### config.mk
export PLATFORM = sky130hd
export DESIGN_NAME = cvu_ctrl
export DESIGN_NICKNAME = d
export VERILOG_FILES = /design/src/sv/cvu_pkg.sv /design/src/sv/cvu_ctrl.sv
export SDC_FILE = /design/constraint.sdc
export NUM_CORES = 1
export LEC_CHECK = 0
export BUFFER_PORTS_ARGS = -buffer_cell sky130_fd_sc_hd__buf_4
export CORE_AREA = 3 3 40 42
export CTS_CLUSTER_SIZE = 30
export DETAILED_ROUTE_END_ITERATION = 16
export DIE_AREA = 0 0 43 45
export PLACE_DENSITY = 0.41
export SLEW_MARGIN = 20
export SYNTH_ARGS = -nofsm -noshare
export SYNTH_HDL_FRONTEND = slang
export SYNTH_SLANG_ARGS = --single-unit
export TNS_END_PERCENT = 30
### constraint.sdc
create_clock -name clk -period 3.45 [get_ports clk]
set_clock_uncertainty 0.2 [all_clocks]
set_input_delay 0.1725 -clock clk [delete_from_list [all_inputs] [get_ports clk]]
set_output_delay 0.1725 -clock clk [all_outputs]
set_load 0.005 [all_outputs]
### src/sv/cvu_pkg.sv
// Package for the candidate vote/union block: sizes, field widths,
// command codes and the controller/datapath command and status structs.
// No dependencies.
package cvu_pkg;

    localparam int unsigned PROTO_COUNT = 65536;
    localparam int unsigned LIST_CAP    = 1024;

    localparam int unsigned PROTO_AW = $clog2(PROTO_COUNT);
    localparam int unsigned LIST_AW  = (LIST_CAP > 1) ? $clog2(LIST_CAP) : 1;
    localparam int unsigned CNT_W    = $clog2(LIST_CAP + 1);

    localparam int unsigned CMD_W   = 2;
    localparam int unsigned IDX_W   = 16;
    localparam int unsigned VOTE_W  = 16;
    localparam int unsigned SIZE_W  = 11;
    localparam int unsigned HITS_W  = 16;
    localparam int unsigned LIMIT_W = 11;

    localparam int unsigned PADDR_W = 3;
    localparam int unsigned PDATA_W = 32;

    localparam logic [LIMIT_W-1:0] LIMIT_RESET = 11'd1024;
    localparam logic               REG_UNION_LIMIT = 1'b0;

    localparam logic [CMD_W-1:0] CMD_CLEAR = 2'd0;
    localparam logic [CMD_W-1:0] CMD_START = 2'd1;
    localparam logic [CMD_W-1:0] CMD_HIT   = 2'd2;
    localparam logic [CMD_W-1:0] CMD_NOP   = 2'd3;

    typedef struct packed {
        logic init_we;
        logic accept;
        logic clear_step;
        logic commit;
    } ctrl_cmd_t;

    typedef struct packed {
        logic init_last;
        logic in_hit;
        logic in_clear;
        logic clear_done;
        logic out_free;
    } ctrl_sts_t;

endpackage

### src/sv/cvu_ctrl.sv
// Controller for the vote/union block: reset sweep, hit read/commit,
// clear walk and result hand-off. Depends on cvu_pkg.
module cvu_ctrl (
    input  logic               clk,
    input  logic               rst_n,
    input  logic               cand_valid,
    output logic               cand_ready,
    input  cvu_pkg::ctrl_sts_t sts,
    output cvu_pkg::ctrl_cmd_t cmd
);
    import cvu_pkg::*;

    typedef enum logic [2:0] {
        ST_INIT,
        ST_IDLE,
        ST_READ,
        ST_HIT,
        ST_CLEAR,
        ST_DONE
    } state_t;

    state_t state_reg;
    state_t state_next;

    always_ff @(posedge clk or negedge rst_n)
    begin
        if (!rst_n)
        begin
            state_reg <= ST_INIT;
        end
        else
        begin
            state_reg <= state_next;
        end
    end

    always_comb
    begin
        state_next     = state_reg;
        cmd            = '0;
        cand_ready     = 1'b0;
        case (state_reg)
            ST_INIT:
            begin
                cmd.init_we = 1'b1;
                if (sts.init_last)
                begin
                    state_next = ST_IDLE;
                end
            end
            ST_IDLE:
            begin
                cand_ready = 1'b1;
                if (cand_valid)
                begin
                    cmd.accept = 1'b1;
                    if (sts.in_clear)
                    begin
                        state_next = ST_CLEAR;
                    end
                    else if (sts.in_hit)
                    begin
                        state_next = ST_READ;
                    end
                    else
                    begin
                        state_next = ST_DONE;
                    end
                end
            end
            ST_READ:
            begin
                state_next = ST_HIT;
            end
            ST_CLEAR:
            begin
                if (sts.clear_done)
                begin
                    state_next = ST_DONE;
                end
                else
                begin
                    cmd.clear_step = 1'b1;
                end
            end
            ST_HIT, ST_DONE:
            begin
                if (sts.out_free)
                begin
                    cmd.commit = 1'b1;
                    state_next = ST_IDLE;
                end
            end
            default:
            begin
                state_next = ST_INIT;
            end
        endcase
    end

endmodule

-- Word-level counts from Yosys, hierarchy flattened
Index checks and enable logic that the tools add are counted.
- bits in registers: 3
- input bits: 8
- output and inout bits: 5
- logic and storage cells: 28
- equality and inequality tests: 9
- mux-type cells: 15
- reductions and logical operators: 3
- operator list (operator ; number):
    $mux 3 ; 6
    $pmux 3 s5 ; 1
    $mux 1 ; 8
    $ne 2x2->1 const B ; 4
    $eq 3x2->1 const B ; 2
    $eq 3x3->1 const B ; 2
    $reduce_and 4->1 ; 1
    $eq 3x1->1 const B ; 1
    $logic_not 3->1 ; 1
    $reduce_or 2->1 ; 1

-- Logic depth before layout (Yosys ltp)
- word-level depth: 4
- mapped depth: 4
- gate-level depth less buffers: 3

-- Least setup slack after synthesis
OpenSTA, ideal clock, no wires.
- path type: register to register
- start: reg state_reg[1]
- end: reg state_reg[1]
- library setup time: 0.077 ns
- arrival time: 1.129 ns
- required time: 3.173 ns
- setup slack: 2.044 ns
- stages on the path, launching flop included: 4
- period minus slack after synthesis: 1.406 ns
- path through: dfrtp_1 buf_2 or4b_1 a21oi_1
- word-level cells in the longest chain between the ends: 4
- ends and longest elaborated chain (what ; line ; RTL):
    from (decl) ; cvu_ctrl.sv:22 ; state_t state_reg;
    from (signal assigned) ; cvu_ctrl.sv:33 ; state_reg <= state_next;
    $eq 3x2->1 or $eq 3x3->1 (tied branches) ; cvu_ctrl.sv:42 ; case (state_reg)
    $reduce_or 2->1 ; cvu_ctrl.sv:42 ;
    $ne 2x2->1 (no source line) ; -- ;
    $reduce_and 4->1 (no source line) ; -- ;
Parallel ways exist; a longest one is shown, timed or not.
A chain may end at the register's enable or synchronous reset.

==> out/metrics.cfg <==
[yosys]
synth_xor_area_share_pct=4.29
synth-simple-area-share_pct=35.6
synthMuxAreaShare_pct=0
yosys_warnings=0
synth_compound_area_share_pct=16.6
synth_seq_cells=3
synth_top_flop_cell=sky130_fd_sc_hd__dfrtp_1
synthesis.instances=25
syn_avg_cell_area_sq_um=8.16
yosysSeqAreaShare_pct=36.8
synth_top_family_by_area=simple AND/OR/NAND/NOR gates
area_contributors_post_synth=sky130_fd_sc_hd__dfrtp_1 (37%), sky130_fd_sc_hd__a21oi_1 (7.4%), sky130_fd_sc_hd__nor3_1 (7.4%)
yosysUniqueCellTypes=16
syn_nets=33
ys_async_sr_fraction_pct=100
synth_area_leader_cell=sky130_fd_sc_hd__dfrtp_1
synthAdderAreaFrac_pct=0
synthDominantCellAreaShare_pct=36.8
netlist_area_sq_um=204
synth-edff-count=0
synth_common_cells=sky130_fd_sc_hd__a21oi_1 (3), sky130_fd_sc_hd__dfrtp_1 (3), sky130_fd_sc_hd__nand2_1 (3), sky130_fd_sc_hd__nor3_1 (3), sky130_fd_sc_hd__buf_2 (2)

[timing]
unrepaired_setup_endpoints_after_global_routing=false
post-route-min-period_ns=1.59
setup_viol=0
timing_hold_violations_final=0
fin_setup_tns_ns=0
fmaxAchievable_mhz=629
worst_pin_slew_ns=0.315
finalMaxSlewViolations=0
min_period_over_period_pct=46.1
slew-limit-headroom_pct=79.0

[global_route]
grtUsageTotal_pct=7.18
grt_pass1_wl_um=993
number_of_global_route_vias_before_repair=244
global_route.overflow_total=0
grt_start_max_net_pins=11
number_of_antenna_violations_at_the_first_check_in_global_routing=0

[die]
die_width_um=43
starting_density_pct=15.9
floorplan.die_area_sq_um=1940
core_area_sq_um=1280
chipHeight_um=45
rows=13
io_pins=13

[setup_path]
crit_required_ns=3.08
r2r_end=state_reg[1]$_DFFE_PN0P_
crit_path_max_fanout=10
worst_ep_arrival_time_ns=1.22
timing.critical_path.from_type=flop
ff2ff_setup_slack_ns=2.00
crit_path_end_kind=primary output
rr_worst_depth=2
critical_path.reg2reg.startpoint=state_reg[1]$_DFFE_PN0P_
worst-setup-path-type=reg -> out

[worst_hold_path]
whs_path_depth=3
worstHoldStart=sts[2]
min_to=state_reg[1]$_DFFE_PN0P_
holdCritPathClass=in -> reg

[layout]
largest_reg_flops=3
proportion_of_layout_cells_with_a_drive_suffix_above_1_pct=45.0
antennaDiodeCount=0
fin_cells=55
area_delta_synth_final_pct=66.3
nets=49

[clock_network]
cts.reportedPaths.clkPinSlew_ns=0.04
cts_repair_resize_count=0
numClockSinks=3
cts-root-buf=sky130_fd_sc_hd__clkbuf_4
hold_buffers=1
cts_tree=yes
cts_post_setup_buffers_inserted=0
cts_made_buffers=3
cts.path.max_buffers=2
clock_latency_late_sink_ns=0.23
htreeDepth=1

[flow_run]
timing.max_cap.violations=0

[routing]
antenna_left=0
via_count=237
route.final.wire_length_um=573
routed_wire_length_per_instance_um=10.4
viasPerCell=4.31
drt_drc_violations_left=0
detailedRoute.firstPassIterationCount=2
dr.first_iter.drc_count=2

[pwr]
total_power_uw=236
ir_drop_uv=170
switchingPower_uw=85.4
design_internal_power_uw=151
power.share.combinational_pct=40.6
pwr-share-seq_pct=33.2
power_switching_share_pct=36.2
share_clk_of_total_power_pct=26.2
power.density_nw_per_um2=696
cellLeakagePower_uw=0.000157

[outcome]
status=finished, final reports clean

[place]
numPortBuffers=12
numPlacedInstances=50
routabilityCongestion=0.726

-- worst max path at each step --
stage | startpoint | endpoint | slack (ns)
after global routing | state_reg[1]$_DFFE_PN0P_ | cmd[2] | 1.79
after detailed placement | state_reg[1]$_DFFE_PN0P_ | state_reg[1]$_DFFE_PN0P_ | 2.02
after floorplan | state_reg[1]$_DFFE_PN0P_ | state_reg[1]$_DFFE_PN0P_ | 2.04
after global placement | state_reg[1]$_DFFE_PN0P_ | state_reg[0]$_DFFE_PN0P_ | 1.99
after CTS | state_reg[1]$_DFFE_PN0P_ | cmd[2] | 1.88
final | state_reg[1]$_DFFE_PN0P_ | cmd[2] | 1.86
-- layer usage --
layer	track usage, %	share of wire [%]	wire length, um	vias to the layer above
met3	1.20	3.3	19	2
met5	0	0	0	-
met4	7.23	2.3	13	0
li1	-	-	-	118
met1	8.50	42	239	110
met2	10.8	52	300	7
-- critical path, cell delays in order, from the launching register on --
cell,delay (ns)
sky130_fd_sc_hd__dfrtp_1,0.48
sky130_fd_sc_hd__nor3_1,0.33
sky130_fd_sc_hd__buf_4,0.17
-- cell usage in the layout, fill, tap and decap left out, drive strengths merged --
cell	netlist	routed
a221oi	1	1
a21oi	3	3
or2	1	1
a211o	1	1
dfrtp	3	3
xnor2	1	1
inv	1	1
nand2	4	4
clkbuf	0	4
nor2	1	1
nand2b	1	1
nor3	3	3
nor3b	1	1
buf	2	12
or4b	1	1
dlygate4sd3	0	1
or3	1	1
-- power by group through the flow --
stage	logic (uW)	registers, uW	clock network, uW
floorplan	70.5	55.9	0
global placement	97.2	77.6	0
detailed placement	97.0	79.0	0
CTS	98.4	78.2	63.4
global route	108	82.0	65.3
finish	95.9	78.3	61.7
-- cell families after synthesis --
group,Yosys count
flip-flops,3
AO/OA/AOI/OAI,5
buffers and inverters,3
XOR/XNOR,1
AND/OR/NAND/NOR,13
-- stage by stage --
stage	util [%]	hold slack [ns]	area (sq um)	worst slack, ns
after CTS	26.4	0.0132	339	1.88
after floorplan	-	-0.323	204	2.04
after global routing	26.4	0.0472	339	1.79
after detailed placement	23.6	-0.238	303	2.02
final	26.4	0.0164	339	1.86
after global placement	23.6	-0.237	303	1.99
-- layout make-up --
type / count / area (sq um)
timing repair buffer: 13 / 100
tap: 15 / 18.8
fill: 147 / 946
inverter: 1 / 3.75
sequential: 3 / 75.1
clock buffer: 4 / 26.3
multi-input combinational: 19 / 115
(Power assumes the default switching activity.)
